<file path="src/bpei_pkg.sv">
// Shared constants, types and codes of the balance effort integrator.
package bpei_pkg;

	// Word format of angles, rates, gains and commands.
	localparam int W         = 32;
	localparam int FRAC_BITS = 16;
	localparam int DT_W      = 16;
	localparam int DT_FRAC   = 16;
	localparam int LIM_W     = W - 1;

	// Digit-serial multiplier: radix-16 digits of the serial operand.
	localparam int DIGIT_W = 4;
	localparam int DIGITS  = W / DIGIT_W;
	localparam int CNT_W   = $clog2(DIGITS);
	localparam int A_W     = W + 1;
	localparam int HI_W    = A_W + 1;
	localparam int T_W     = A_W + DIGIT_W + 1;
	localparam int P_W     = HI_W + W;

	// Width of the effort sum before its single saturation.
	localparam int EFF_W = W + 3;

	// Configuration register indexes.
	localparam int CFG_IDX_W = 3;
	localparam logic [CFG_IDX_W-1:0] REG_GAIN_P         = 3'd0;
	localparam logic [CFG_IDX_W-1:0] REG_GAIN_I         = 3'd1;
	localparam logic [CFG_IDX_W-1:0] REG_GAIN_D         = 3'd2;
	localparam logic [CFG_IDX_W-1:0] REG_INTEGRAL_LIMIT = 3'd3;
	localparam logic [CFG_IDX_W-1:0] REG_WHEEL_GAIN_P   = 3'd4;
	localparam logic [CFG_IDX_W-1:0] REG_WHEEL_GAIN_I   = 3'd5;

	// Sequencer states.
	typedef enum logic [2:0] {
		ST_IDLE,
		ST_LOAD,
		ST_MUL,
		ST_POST,
		ST_EFF,
		ST_EMIT
	} state_t;

	// The eight products worked through for one item, in order.
	typedef enum logic [2:0] {
		OP_TRAP_E,
		OP_MUL_I,
		OP_TRAP_U,
		OP_MUL_WI,
		OP_MUL_P,
		OP_MUL_D,
		OP_MUL_WP,
		OP_TRAP_C
	} op_t;

	// Control of the shared multiplier.
	typedef struct packed {
		logic load;
		logic step;
		logic last;
	} mul_ctrl_t;

endpackage

</file>
<file path="src/balance_pid_effort_integrator.sv">
// Top level of the balance controller: tilt PID, wheel PI and integrated motor command.
//
// Usage. An input item (tilt_angle, tilt_rate, wheel_rate, sample_period) is taken
// when in_valid and in_ready are both high; each item yields exactly one result
// item, motor_command, offered on out_valid/out_ready. Gains and the integral limit
// are written through the cfg channel (cfg_index, cfg_data), which is always ready;
// indexes beyond the last register are ignored. Write them only while idle.
// Sequence: every item needs eight products on one digit-serial multiplier, each
// taking a load step, the radix-16 digit steps and a write-back step, plus a
// step to saturate the effort. The block takes the next item only once the
// previous result has been emitted into the output register, which must first
// be free. While the receiver stalls the result holds in the output register;
// the block finishes the following item and then waits with it until the held
// result is taken. Reset clears all gains, the limit, both errors, both integrals,
// the previous effort and the command accumulator.
module balance_pid_effort_integrator import bpei_pkg::*; (
	input  logic                  clk,
	input  logic                  arst_n,
	input  logic                  in_valid,
	output logic                  in_ready,
	input  logic signed [W-1:0]   tilt_angle,
	input  logic signed [W-1:0]   tilt_rate,
	input  logic signed [W-1:0]   wheel_rate,
	input  logic [DT_W-1:0]       sample_period,
	output logic                  out_valid,
	input  logic                  out_ready,
	output logic signed [W-1:0]   motor_command,
	input  logic                  cfg_valid,
	output logic                  cfg_ready,
	input  logic [CFG_IDX_W-1:0]  cfg_index,
	input  logic [W-1:0]          cfg_data
);

	localparam logic signed [W-1:0] W_MAX = {1'b0, {(W-1){1'b1}}};
	localparam logic signed [W-1:0] W_MIN = {1'b1, {(W-1){1'b0}}};

	// Negation that maps the most negative value to the most positive one.
	function automatic logic signed [W-1:0] neg_sat(input logic signed [W-1:0] x);
		if (x == W_MIN)
			return W_MAX;
		return -x;
	endfunction

	// Sign extension to the width of the effort sum.
	function automatic logic signed [EFF_W-1:0] sx(input logic signed [W-1:0] x);
		return {{(EFF_W-W){x[W-1]}}, x};
	endfunction

	// Saturation of a wider sum to one word.
	function automatic logic signed [W-1:0] sat_w(input logic signed [EFF_W-1:0] x);
		logic [EFF_W-W:0] top;
		top = x[EFF_W-1:W-1];
		if (top == '0 || top == '1)
			return x[W-1:0];
		return x[EFF_W-1] ? W_MIN : W_MAX;
	endfunction

	// Scaled gain product: floor shift by the fraction bits, then saturate.
	function automatic logic signed [W-1:0] scale_sat(input logic signed [P_W-1:0] p);
		logic signed [P_W-1:0] sh;
		logic [P_W-W:0]        top;
		sh  = p >>> FRAC_BITS;
		top = sh[P_W-1:W-1];
		if (top == '0 || top == '1)
			return sh[W-1:0];
		return sh[P_W-1] ? W_MIN : W_MAX;
	endfunction

	// Symmetric clamp of the tilt integral.
	function automatic logic signed [W-1:0] clamp_lim(input logic signed [W-1:0] v,
							   input logic [LIM_W-1:0] lim);
		logic signed [W-1:0] hi;
		logic signed [W-1:0] lo;
		hi = {1'b0, lim};
		lo = -hi;
		if (v > hi)
			return hi;
		if (v < lo)
			return lo;
		return v;
	endfunction

	// Order of the products for one item.
	function automatic op_t next_op(input op_t op);
		unique case (op)
			OP_TRAP_E: return OP_MUL_I;
			OP_MUL_I:  return OP_TRAP_U;
			OP_TRAP_U: return OP_MUL_WI;
			OP_MUL_WI: return OP_MUL_P;
			OP_MUL_P:  return OP_MUL_D;
			OP_MUL_D:  return OP_MUL_WP;
			OP_MUL_WP: return OP_TRAP_C;
			OP_TRAP_C: return OP_TRAP_E;
			default:   return OP_TRAP_E;
		endcase
	endfunction

	// Configuration registers.
	logic signed [W-1:0] gain_p_q;
	logic signed [W-1:0] gain_i_q;
	logic signed [W-1:0] gain_d_q;
	logic [LIM_W-1:0]    integral_limit_q;
	logic signed [W-1:0] wheel_gain_p_q;
	logic signed [W-1:0] wheel_gain_i_q;

	// Controller state.
	logic signed [W-1:0] tilt_err_q;
	logic signed [W-1:0] tilt_int_q;
	logic signed [W-1:0] wheel_err_q;
	logic signed [W-1:0] wheel_int_q;
	logic signed [W-1:0] last_eff_q;
	logic signed [W-1:0] cmd_q;

	// Working values of the item in flight.
	logic signed [W-1:0]     e_q;
	logic signed [W-1:0]     ed_q;
	logic signed [W-1:0]     u_q;
	logic [DT_W-1:0]         dt_q;
	logic signed [W-1:0]     tmp_q;
	logic signed [EFF_W-1:0] eff_acc_q;
	logic signed [W-1:0]     eff_q;

	// Sequencer.
	state_t           state_q;
	state_t           state_d;
	op_t              op_q;
	logic [CNT_W-1:0] cnt_q;
	logic             cnt_last;
	logic             accept;
	logic             post_en;
	logic             eff_en;
	logic             emit_en;
	logic             out_free;
	mul_ctrl_t        mul_ctrl;

	// Output register.
	logic                out_valid_q;
	logic signed [W-1:0] motor_command_q;

	// Multiplier operands and results.
	logic signed [A_W-1:0] mul_a;
	logic signed [W-1:0]   mul_b;
	logic signed [P_W-1:0] product;
	logic signed [P_W-1:0] trap_sh;
	logic signed [W-1:0]   trap_val;
	logic signed [W-1:0]   scaled;
	logic signed [W-1:0]   lim_pos;

	assign cfg_ready = 1'b1;
	assign out_free  = !out_valid_q || out_ready;
	assign cnt_last  = (cnt_q == CNT_W'(DIGITS - 1));
	assign accept    = in_valid && in_ready;
	assign lim_pos   = {1'b0, integral_limit_q};

	// Configuration writes; unknown indexes are dropped.
	always_ff @(posedge clk or negedge arst_n) begin
		if (!arst_n) begin
			gain_p_q         <= '0;
			gain_i_q         <= '0;
			gain_d_q         <= '0;
			integral_limit_q <= '0;
			wheel_gain_p_q   <= '0;
			wheel_gain_i_q   <= '0;
		end else if (cfg_valid && cfg_ready) begin
			unique case (cfg_index)
				REG_GAIN_P:         gain_p_q         <= cfg_data;
				REG_GAIN_I:         gain_i_q         <= cfg_data;
				REG_GAIN_D:         gain_d_q         <= cfg_data;
				REG_INTEGRAL_LIMIT: integral_limit_q <= cfg_data[LIM_W-1:0];
				REG_WHEEL_GAIN_P:   wheel_gain_p_q   <= cfg_data;
				REG_WHEEL_GAIN_I:   wheel_gain_i_q   <= cfg_data;
				default: ;
			endcase
		end
	end

	// Next state.
	always_comb begin
		state_d = state_q;
		unique case (state_q)
			ST_IDLE: if (in_valid) state_d = ST_LOAD;
			ST_LOAD: state_d = ST_MUL;
			ST_MUL:  if (cnt_last) state_d = ST_POST;
			ST_POST: begin
				if (op_q == OP_MUL_WP)
					state_d = ST_EFF;
				else if (op_q == OP_TRAP_C)
					state_d = ST_EMIT;
				else
					state_d = ST_LOAD;
			end
			ST_EFF:  state_d = ST_LOAD;
			ST_EMIT: if (out_free) state_d = ST_IDLE;
			default: state_d = ST_IDLE;
		endcase
	end

	// Sequencer outputs.
	always_comb begin
		in_ready      = 1'b0;
		mul_ctrl.load = 1'b0;
		mul_ctrl.step = 1'b0;
		mul_ctrl.last = cnt_last;
		post_en       = 1'b0;
		eff_en        = 1'b0;
		emit_en       = 1'b0;
		unique case (state_q)
			ST_IDLE: in_ready      = 1'b1;
			ST_LOAD: mul_ctrl.load = 1'b1;
			ST_MUL:  mul_ctrl.step = 1'b1;
			ST_POST: post_en       = 1'b1;
			ST_EFF:  eff_en        = 1'b1;
			ST_EMIT: emit_en       = out_free;
			default: ;
		endcase
	end

	// State, product index and digit counter.
	always_ff @(posedge clk or negedge arst_n) begin
		if (!arst_n) begin
			state_q <= ST_IDLE;
			op_q    <= OP_TRAP_E;
			cnt_q   <= '0;
		end else begin
			state_q <= state_d;
			if (accept)
				op_q <= OP_TRAP_E;
			else if (post_en)
				op_q <= next_op(op_q);
			if (mul_ctrl.load)
				cnt_q <= '0;
			else if (mul_ctrl.step)
				cnt_q <= cnt_q + 1'b1;
		end
	end

	// Operand selection for the product in turn.
	always_comb begin
		mul_a = '0;
		mul_b = '0;
		case (op_q)
			OP_TRAP_E: begin
				mul_a = {tilt_err_q[W-1], tilt_err_q} + {e_q[W-1], e_q};
				mul_b = {{(W-DT_W){1'b0}}, dt_q};
			end
			OP_MUL_I: begin
				mul_a = {gain_i_q[W-1], gain_i_q};
				mul_b = tmp_q;
			end
			OP_TRAP_U: begin
				mul_a = {wheel_err_q[W-1], wheel_err_q} + {u_q[W-1], u_q};
				mul_b = {{(W-DT_W){1'b0}}, dt_q};
			end
			OP_MUL_WI: begin
				mul_a = {wheel_gain_i_q[W-1], wheel_gain_i_q};
				mul_b = tmp_q;
			end
			OP_MUL_P: begin
				mul_a = {gain_p_q[W-1], gain_p_q};
				mul_b = e_q;
			end
			OP_MUL_D: begin
				mul_a = {gain_d_q[W-1], gain_d_q};
				mul_b = ed_q;
			end
			OP_MUL_WP: begin
				mul_a = {wheel_gain_p_q[W-1], wheel_gain_p_q};
				mul_b = u_q;
			end
			OP_TRAP_C: begin
				mul_a = {last_eff_q[W-1], last_eff_q} + {eff_q[W-1], eff_q};
				mul_b = {{(W-DT_W){1'b0}}, dt_q};
			end
			default: ;
		endcase
	end

	bpei_mul u_mul (
		.clk     (clk),
		.ctrl    (mul_ctrl),
		.a_in    (mul_a),
		.b_in    (mul_b),
		.product (product)
	);

	// Both readings of the product: trapezoid step and scaled gain term.
	always_comb begin
		trap_sh  = product >>> (DT_FRAC + 1);
		trap_val = trap_sh[W-1:0];
		scaled   = scale_sat(product);
	end

	// Item capture, write-back of each product and the effort sum.
	always_ff @(posedge clk) begin
		if (accept) begin
			e_q  <= neg_sat(tilt_angle);
			ed_q <= neg_sat(tilt_rate);
			u_q  <= neg_sat(wheel_rate);
			dt_q <= sample_period;
		end
		if (post_en) begin
			case (op_q) inside
				OP_TRAP_E, OP_TRAP_U: tmp_q <= trap_val;
				OP_MUL_P:             eff_acc_q <= sx(scaled) + sx(tilt_int_q);
				OP_MUL_D, OP_MUL_WP:  eff_acc_q <= eff_acc_q + sx(scaled);
				default: ;
			endcase
		end
		if (eff_en)
			eff_q <= sat_w(eff_acc_q + sx(wheel_int_q));
	end

	// Controller state updates.
	always_ff @(posedge clk or negedge arst_n) begin
		if (!arst_n) begin
			tilt_err_q  <= '0;
			tilt_int_q  <= '0;
			wheel_err_q <= '0;
			wheel_int_q <= '0;
			last_eff_q  <= '0;
			cmd_q       <= '0;
		end else if (post_en) begin
			case (op_q)
				OP_TRAP_E: tilt_err_q  <= e_q;
				OP_MUL_I:  tilt_int_q  <= clamp_lim(sat_w(sx(tilt_int_q) + sx(scaled)),
								    integral_limit_q);
				OP_TRAP_U: wheel_err_q <= u_q;
				OP_MUL_WI: wheel_int_q <= sat_w(sx(wheel_int_q) + sx(scaled));
				OP_TRAP_C: begin
					cmd_q      <= sat_w(sx(cmd_q) + sx(trap_val));
					last_eff_q <= eff_q;
				end
				default: ;
			endcase
		end
	end

	// Output register.
	always_ff @(posedge clk or negedge arst_n) begin
		if (!arst_n)
			out_valid_q <= 1'b0;
		else if (emit_en)
			out_valid_q <= 1'b1;
		else if (out_ready)
			out_valid_q <= 1'b0;
	end

	always_ff @(posedge clk) begin
		if (emit_en)
			motor_command_q <= cmd_q;
	end

	assign out_valid     = out_valid_q;
	assign motor_command = motor_command_q;

`ifndef SYNTH
	// An accepted item always starts with the tilt trapezoid.
	a_start: assert property (@(posedge clk) disable iff (!arst_n)
		accept |=> (state_q == ST_LOAD && op_q == OP_TRAP_E))
		else $error("item did not start with the first product");

	// Write-back happens only after the last digit of a product.
	a_post_after_digits: assert property (@(posedge clk) disable iff (!arst_n)
		post_en |-> ($past(state_q) == ST_MUL && $past(cnt_q) == CNT_W'(DIGITS - 1)))
		else $error("product written back before all digits were taken");

	// The tilt integral stays within the limit after its update.
	a_tilt_clamp: assert property (@(posedge clk) disable iff (!arst_n)
		(post_en && op_q == OP_MUL_I) |=>
			(tilt_int_q <= $past(lim_pos) && tilt_int_q >= -$past(lim_pos)))
		else $error("tilt integral outside its limit");

	// A result appears only from the emit step.
	a_emit_only: assert property (@(posedge clk) disable iff (!arst_n)
		$rose(out_valid_q) |-> $past(emit_en))
		else $error("result item appeared without an emit");
`endif

endmodule

</file>
<file path="src/bpei_mul.sv">
// Digit-serial signed multiplier, one radix-16 digit of the serial operand per cycle while step is high.
module bpei_mul import bpei_pkg::*; (
	input  logic                   clk,
	input  mul_ctrl_t              ctrl,
	input  logic signed [A_W-1:0]  a_in,
	input  logic signed [W-1:0]    b_in,
	output logic signed [P_W-1:0]  product
);

	logic signed [A_W-1:0]  a_q;
	logic        [W-1:0]    b_q;
	logic        [HI_W-1:0] hi_q;
	logic        [W-1:0]    lo_q;

	logic [DIGIT_W-1:0]    dig_raw;
	logic [DIGIT_W:0]      dig;
	logic signed [T_W-1:0] a_ext;
	logic signed [T_W-1:0] dig_ext;
	logic signed [T_W-1:0] pp;
	logic        [T_W-1:0] sum_t;

	// Current digit; the top digit of the serial operand carries its sign.
	always_comb begin
		dig_raw = b_q[DIGIT_W-1:0];
		dig     = {ctrl.last & dig_raw[DIGIT_W-1], dig_raw};
		a_ext   = {{(T_W-A_W){a_q[A_W-1]}}, a_q};
		dig_ext = {{(T_W-DIGIT_W-1){dig[DIGIT_W]}}, dig};
		pp      = a_ext * dig_ext;
		sum_t   = {{(T_W-HI_W){hi_q[HI_W-1]}}, hi_q} + pp;
	end

	// Partial product accumulates in the high half; settled digits shift into the low half.
	always_ff @(posedge clk) begin
		if (ctrl.load) begin
			a_q  <= a_in;
			b_q  <= b_in;
			hi_q <= '0;
		end else if (ctrl.step) begin
			hi_q <= sum_t[T_W-1:DIGIT_W];
			lo_q <= {sum_t[DIGIT_W-1:0], lo_q[W-1:DIGIT_W]};
			b_q  <= {{DIGIT_W{1'b0}}, b_q[W-1:DIGIT_W]};
		end
	end

	assign product = {hi_q, lo_q};

endmodule
</file>
<file path="config.mk">
export PLATFORM = sky130hd
export DESIGN_NAME = balance_pid_effort_integrator
export DESIGN_NICKNAME = d
export VERILOG_FILES = /design/src/bpei_pkg.sv /design/src/balance_pid_effort_integrator.sv /design/src/bpei_mul.sv
export SDC_FILE = /design/constraint.sdc
export NUM_CORES = 2
export LEC_CHECK = 0
export BUFFER_PORTS_ARGS = -buffer_cell sky130_fd_sc_hd__buf_4
export CAP_MARGIN = 20
export CORE_UTILIZATION = 45
export CTS_CLUSTER_SIZE = 30
export DETAILED_ROUTE_END_ITERATION = 6
export PLACE_DENSITY_LB_ADDON = 0.08
export SLEW_MARGIN = 20
export SYNTH_ARGS = -nofsm -noshare
export SYNTH_HDL_FRONTEND = slang
export SYNTH_SLANG_ARGS = --single-unit
</file>
<file path="constraint.sdc">
create_clock -name clk -period 14.6 [get_ports clk]
set_clock_uncertainty 0.15 [all_clocks]
set_input_delay 0.73 -clock clk [delete_from_list [all_inputs] [get_ports clk]]
set_output_delay 0.73 -clock clk [all_outputs]
set_load 0.005 [all_outputs]
</file>
Word-level counts from Yosys, hierarchy flattened
Memory sizes are Yosys's and may differ from the RTL's.
Index checks and enable logic that the tools add are counted.
Word-level totals
  input port bits: 152
  word-level logic and storage cells: 193
  bits in latches: 0
  ROM bits: 24
  memories kept: 1
  register bits after elaboration: 767
  memory bits (writable): 0
  output and inout bits: 35
Operators by class
  shift operators: 0
  div/mod/pow operators: 0
  add/sub/neg operators: 14
  mux-type cells: 76
  bitwise operators: 3
  eq/ne operators: 29
  multipliers: 1
  magnitude comparators: 2
  reductions and logical operators: 39
Memories
  (no name shown): words 8, width 3, read ports 1, clocked after Yosys merged registers in 0, wr ports 0, line balance_pid_effort_integrator.sv:85  | unique case (op)
Operators by type and width (count)
  32-bit 2-to-1 mux: 29
  33-bit case mux with 8 select lines: 1
  32-bit by 32-bit adder with 33-bit output: 6
  32-bit case mux with 5 select lines: 1
  32-bit == test (second input constant): 3
  32-bit negation: 3
  35-bit by 32-bit adder with 35-bit output: 2
  35-bit 2-to-1 mux: 2
  38-bit adder: 1
  33-bit by 5-bit multiplier with 38-bit output: 1
  35-bit == test (second input constant): 1
  35-bit zero test: 1
  1-bit 2-to-1 mux: 33
  32-bit greater-than comparator: 1
  32-bit < comparator: 1
  31-bit negation with 32-bit output: 1
  3-bit == test (second input constant): 9
  3-bit 2-to-1 mux: 9
  2-bit AND reduction: 13
  3-bit by 2-bit == test with 1-bit output (second input constant): 6
  3-bit case mux with 6 select lines: 1
  4-bit == test (second input constant): 4
  4-bit zero test: 4
  3-bit by 1-bit == test with 1-bit output (second input constant): 3
  12 further kinds: 28

Longest topological paths before layout
  depth in word-level cells: 22
  mapped depth: 33
  depth with buffers taken out: 30

Hierarchy
Synthesis repeated with hierarchy kept, for this count alone.
Unflattened totals
  cell total of the unflattened synthesis: 5523
  area, all modules: 54597.4 um^2
Modules (own cells, without submodules)
  balance_pid_effort_integrator: area each 43516.7 um^2, instances 1, cells an instance 4488
  bpei_mul: area each 11080.6 um^2, instances 1, cells an instance 1035

Worst setup path before layout
No wires, ideal clock.
  kind: register to register
  start point: register u_mul.hi_q[33]
  end point: register tilt_int_q[12]
  setup slack: 7.679 ns
  library setup time: 0.123 ns
  data arrival time: 6.649 ns
  required time: 14.327 ns
  period minus slack after synthesis: 6.921 ns
  stages on the path, launching flop included: 27
  cells stage by stage: dfxtp_1 > nor4_1 > nand4_1 > o41ai_1 > nor2_1 > clkbuf_1 > a21o_1 > ha_1 > a21o_1 > or3_1 > o21ba_2 > or3b_2 > a21boi_0 > o21ai_0 > xnor2_1 > maj3_1 > ha_1 > nand4_1 > nor2_1 > o41ai_1 > or4_1 > a31oi_1 > a2bb2oi_1 > clkbuf_1 > clkbuf_1 > nand2_1 > o221a_2
On the way
  word-level cells in the longest chain between the ends: 20
RTL lines
  from (decl): line bpei_mul.sv:12  | logic [HI_W-1:0] hi_q;
  from (signal assigned): line bpei_mul.sv:39  | hi_q <= sum_t[T_W-1:DIGIT_W];
  35-bit == test / 35-bit zero test (equally long branches): line balance_pid_effort_integrator.sv:64  | if (top == '0 || top == '1)
  1-bit logical OR: line balance_pid_effort_integrator.sv:64
  1-bit 2-to-1 mux: line balance_pid_effort_integrator.sv:64
  32-bit 2-to-1 mux (*): line balance_pid_effort_integrator.sv:66  | return sh[P_W-1] ? W_MIN : W_MAX;
  32-bit by 32-bit adder with 33-bit output (*): line balance_pid_effort_integrator.sv:325  | OP_MUL_I: tilt_int_q <= clamp_lim(sat_w(sx(tilt_int_q) + sx(scaled)),
  4-bit == test / 4-bit zero test (equally long branches): line balance_pid_effort_integrator.sv:53  | if (top == '0 || top == '1)
  1-bit logical OR: line balance_pid_effort_integrator.sv:53
  1-bit 2-to-1 mux: line balance_pid_effort_integrator.sv:53
  [3 not listed]
  32-bit 2-to-1 mux (*): line balance_pid_effort_integrator.sv:323  | case (op_q)
  32-bit 2-to-1 mux (*): line balance_pid_effort_integrator.sv:322  | end else if (post_en) begin
  32-bit < comparator: line balance_pid_effort_integrator.sv:78  | if (v < lo)
  1-bit 2-to-1 mux (2 in series): line balance_pid_effort_integrator.sv:78
  1-bit 2-to-1 mux: line balance_pid_effort_integrator.sv:323
  1-bit 2-to-1 mux: line balance_pid_effort_integrator.sv:322
  32-bit 2-to-1 mux: line balance_pid_effort_integrator.sv:80  | return v;
  32-bit 2-to-1 mux (*): line balance_pid_effort_integrator.sv:78
  to (signal assigned): line balance_pid_effort_integrator.sv:325
  to (decl): line balance_pid_effort_integrator.sv:108  | logic signed [W-1:0] tilt_int_q;
Every way passes the cells marked *; elsewhere a longest branch is shown, timed or not. The select of a mux whose other input is x is not followed.
A chain may end at the register's enable or synchronous reset.

Worst setup path after layout
  start point: register u_mul.hi_q[25]
  end point: register tilt_int_q[8]
On the way
  word-level cells in the longest chain between the ends: 20
RTL lines (line)
  35-bit == test / 35-bit zero test (equally long branches): balance_pid_effort_integrator.sv:64
  1-bit logical OR (*): balance_pid_effort_integrator.sv:64
  1-bit 2-to-1 mux (*): balance_pid_effort_integrator.sv:64
  32-bit 2-to-1 mux (*): balance_pid_effort_integrator.sv:66
  32-bit by 32-bit adder with 33-bit output (*): balance_pid_effort_integrator.sv:325
  4-bit == test / 4-bit zero test (equally long branches): balance_pid_effort_integrator.sv:53
  1-bit logical OR: balance_pid_effort_integrator.sv:53
  1-bit 2-to-1 mux: balance_pid_effort_integrator.sv:53
  [3 not listed]
  32-bit 2-to-1 mux (*): balance_pid_effort_integrator.sv:323
  32-bit 2-to-1 mux (*): balance_pid_effort_integrator.sv:322
  32-bit < comparator: balance_pid_effort_integrator.sv:78
  1-bit 2-to-1 mux (2 in series): balance_pid_effort_integrator.sv:78
  1-bit 2-to-1 mux: balance_pid_effort_integrator.sv:323
  1-bit 2-to-1 mux: balance_pid_effort_integrator.sv:322
  32-bit 2-to-1 mux: balance_pid_effort_integrator.sv:80
  32-bit 2-to-1 mux (*): balance_pid_effort_integrator.sv:78
Marks and branches as above.

==> flow_metrics.env <==
export IMPL_status="finished clean"
export IMPL_mostFrequentLayoutCell="nand2_1"
export IMPL_cap_violations=0
export IMPL_avgSynthCellArea_um2=9.74
export IMPL_fin_area_mm2=0.0598
export IMPL_cts_buffers=90
export IMPL_crit_required_ns=15.03
export IMPL_dr_pass1_iters=6
export IMPL_drt_wirelength_per_cell_um=24.5
export IMPL_worstSkewPairLatency_ns=0.71
export IMPL_synth_area_leaders="dfrtp_1 (18%), edfxtp_1 (18%), ha_1 (9.5%)"
export IMPL_ys_ff_latch=751
export IMPL_port_buffers=185
export IMPL_syn_num_nets=6196
export IMPL_num_io_pins=187
export IMPL_seq_area_frac_synth_pct=37.8
export IMPL_fin_crit_ns=8.98
export IMPL_diodes=0
export IMPL_synth_top_area_cell="dfrtp_1"
export IMPL_mostFrequentLayoutCells="nand2_1 (639), ha_1 (408), a21oi_1 (398)"
export IMPL_cp_common_cell="buf_4"
export IMPL_tightest_slew_ns=1.21
export IMPL_crit_fanout=32
export IMPL_grt_max_degree=103
export IMPL_cp_top_family="compound AO/OA/AOI/OAI gates"
export IMPL_fin_setup_tns_ns=0
export IMPL_drive_above_1_share_pct=13.7
export IMPL_finalWirelength_mm=178
export IMPL_die_h_um=347
export IMPL_hold_path_class="in -> reg"
export IMPL_htree_levels=3
export IMPL_syn2layout_area_growth_pct=11.8
export IMPL_vias_per_cell=5.99
export IMPL_async_flop_share_pct=52.3
export IMPL_place_area_mm2=0.0567
export IMPL_ant_nets=0
export IMPL_clockBufferDepth=3
export IMPL_row_count=126
export IMPL_synthCells=5494
export IMPL_drv_slew=0
export IMPL_grt_pass1_vias=41400
export IMPL_root_buffer="clkbuf_16"
export IMPL_cpMaxStageDelayCell="nor4_1"
export IMPL_critPathCaptureType="flip-flop"
export IMPL_cp_arrival_ns=9.41
export IMPL_vias=43300
export IMPL_fin_cells=7235
export IMPL_crit_type="reg -> reg"
export IMPL_grt_pass1_wl_mm=267
export IMPL_synth_distinct_cells=94
export IMPL_rrSetupSlack_ns=5.62
export IMPL_netlist_area_leader_share_pct=18.4
export IMPL_clkSlewWorstSetupHoldPaths_ns=0.06
export IMPL_core_area_mm2=0.118
export IMPL_dp_hpwl_mm=137
export IMPL_post_route_period_util_pct=61.5
export IMPL_yosysWarningCount=0
export IMPL_grt_use_total_pct=29.2
export IMPL_cts_tree="yes"
export IMPL_dpl_cell_count=7066
export IMPL_max_freq_ghz=0.111
export IMPL_synth_main_ff_cell="dfrtp_1"
export IMPL_drc=0
export IMPL_setup_viol=0
export IMPL_overflow=0
export IMPL_antenna_found_initial=6
export IMPL_start_kind="flip-flop"
export IMPL_clkSinkCount=751
export IMPL_synth_edf_count=324
export IMPL_cts_repair_resized=0
export IMPL_fin_nets=6325
export IMPL_drt_iter0_drc=4110
export IMPL_crit_buf_inv=5
export IMPL_slew_limit_headroom_pct=19.6
export IMPL_initial_core_util_pct=45.4
export IMPL_gp_congestion=0.950
export IMPL_cpPeakStageDelay_ns=0.49
export IMPL_rsz0062_at_grt="false"
export IMPL_dieArea_mm2=0.120
export IMPL_syn_area_mm2=0.0535
export IMPL_hold_violations=0
export IMPL_die_x_um=347
[Yosys cell counts (all sizes together), types with 46 or more instances]
library cell	number
or2	46
mux2	277
nand4	53
a21oi	400
nand3	104
clkbuf	187
ha	408
dfrtp	393
inv	263
a22oi	66
nor3	85
a21o	199
edfxtp	324
xnor2	184
nor2	290
nand2b	60
a31oi	50
o21ai	344
fa	142
nand2	641
xor2	143
and2	92
[per-stage QoR]
stage                     setup WS [ns]  hold WS [ns]  utilization, %
final                              5.62        0.0656            50.7
after CTS                          5.77        0.0283            50.7
after global routing               5.13        0.0331            50.7
after global placement             5.90         0.315            48.1
after detailed placement           5.77         0.320            48.1
after floorplan                    7.68         0.284               -
[sequential cells by signal (all words and copies together) (netlist names), 31 cells and up]
name              flops
wheel_int_q          32
integral_limit_q     31
ed_q                 32
tilt_err_q           32
u_mul.b_q            32
motor_command        32
cmd_q                32
u_q                  32
last_eff_q           32
gain_d_q             32
wheel_gain_i_q       32
wheel_err_q          32
u_mul.a_q            33
u_mul.hi_q           34
tilt_int_q           32
e_q                  32
gain_i_q             32
tmp_q                32
gain_p_q             32
wheel_gain_p_q       32
eff_q                32
eff_acc_q            35
[repair_timing]
item                                    CTS  global route
endpoints found under the setup margin    0             0
buffers inserted                          0             0
endpoints found under the hold margin   100             0
hold buffers                              1             0
[area by class of cell]
class,instances,area (um^2)
fill,10900,58100
clock inverter,43,538
sequential,751,20200
tap,1536,1920
multi-input combinational,4262,31600
inverter,265,995
clock buffer,125,2580
timing repair buffer,253,1910
[logic make-up after synthesis]
| kind of cell | count (synthesis) | share of synthesized area, % |
|---|---|---|
| buf+inv | 481 | 3.40 |
| flops | 751 | 37.8 |
| compound gates | 1470 | 17.6 |
| xor+xnor | 327 | 5.35 |
| simple gates | 1585 | 14.1 |
| mux | 296 | 6.18 |
| other cells | 1 | 0.00701 |
| fa+ha+maj | 583 | 15.5 |
[per-layer routing]
metal,share of wire (%),GRT usage (%),routed length [um]
met1,46,42.5,82100
met2,45,45.4,79500
met3,6.0,3.65,10700
met4,2.9,8.14,5210
met5,0.011,0,20
[final timing paths]
path	depth (start not counted)	to	from
worst min-delay path	1	dt_q[15]$_DFFE_PP_	sample_period[15]
max in group asynchronous	4	wheel_err_q[22]$_DFFE_PN0P_	arst_n
worst max-delay path	28	tilt_int_q[8]$_DFFE_PN0P_	u_mul.hi_q[25]$_SDFFE_PP0P_
worst max register to register	28	tilt_int_q[8]$_DFFE_PN0P_	u_mul.hi_q[25]$_SDFFE_PP0P_
min in group asynchronous	2	tilt_int_q[12]$_DFFE_PN0P_	arst_n
worst min register to register	2	last_eff_q[5]$_DFFE_PN0P_	eff_q[5]$_DFFE_PP_
Power is not shown: default switching activity piles up to over one toggle a cycle in this logic, so the estimate is an artifact.
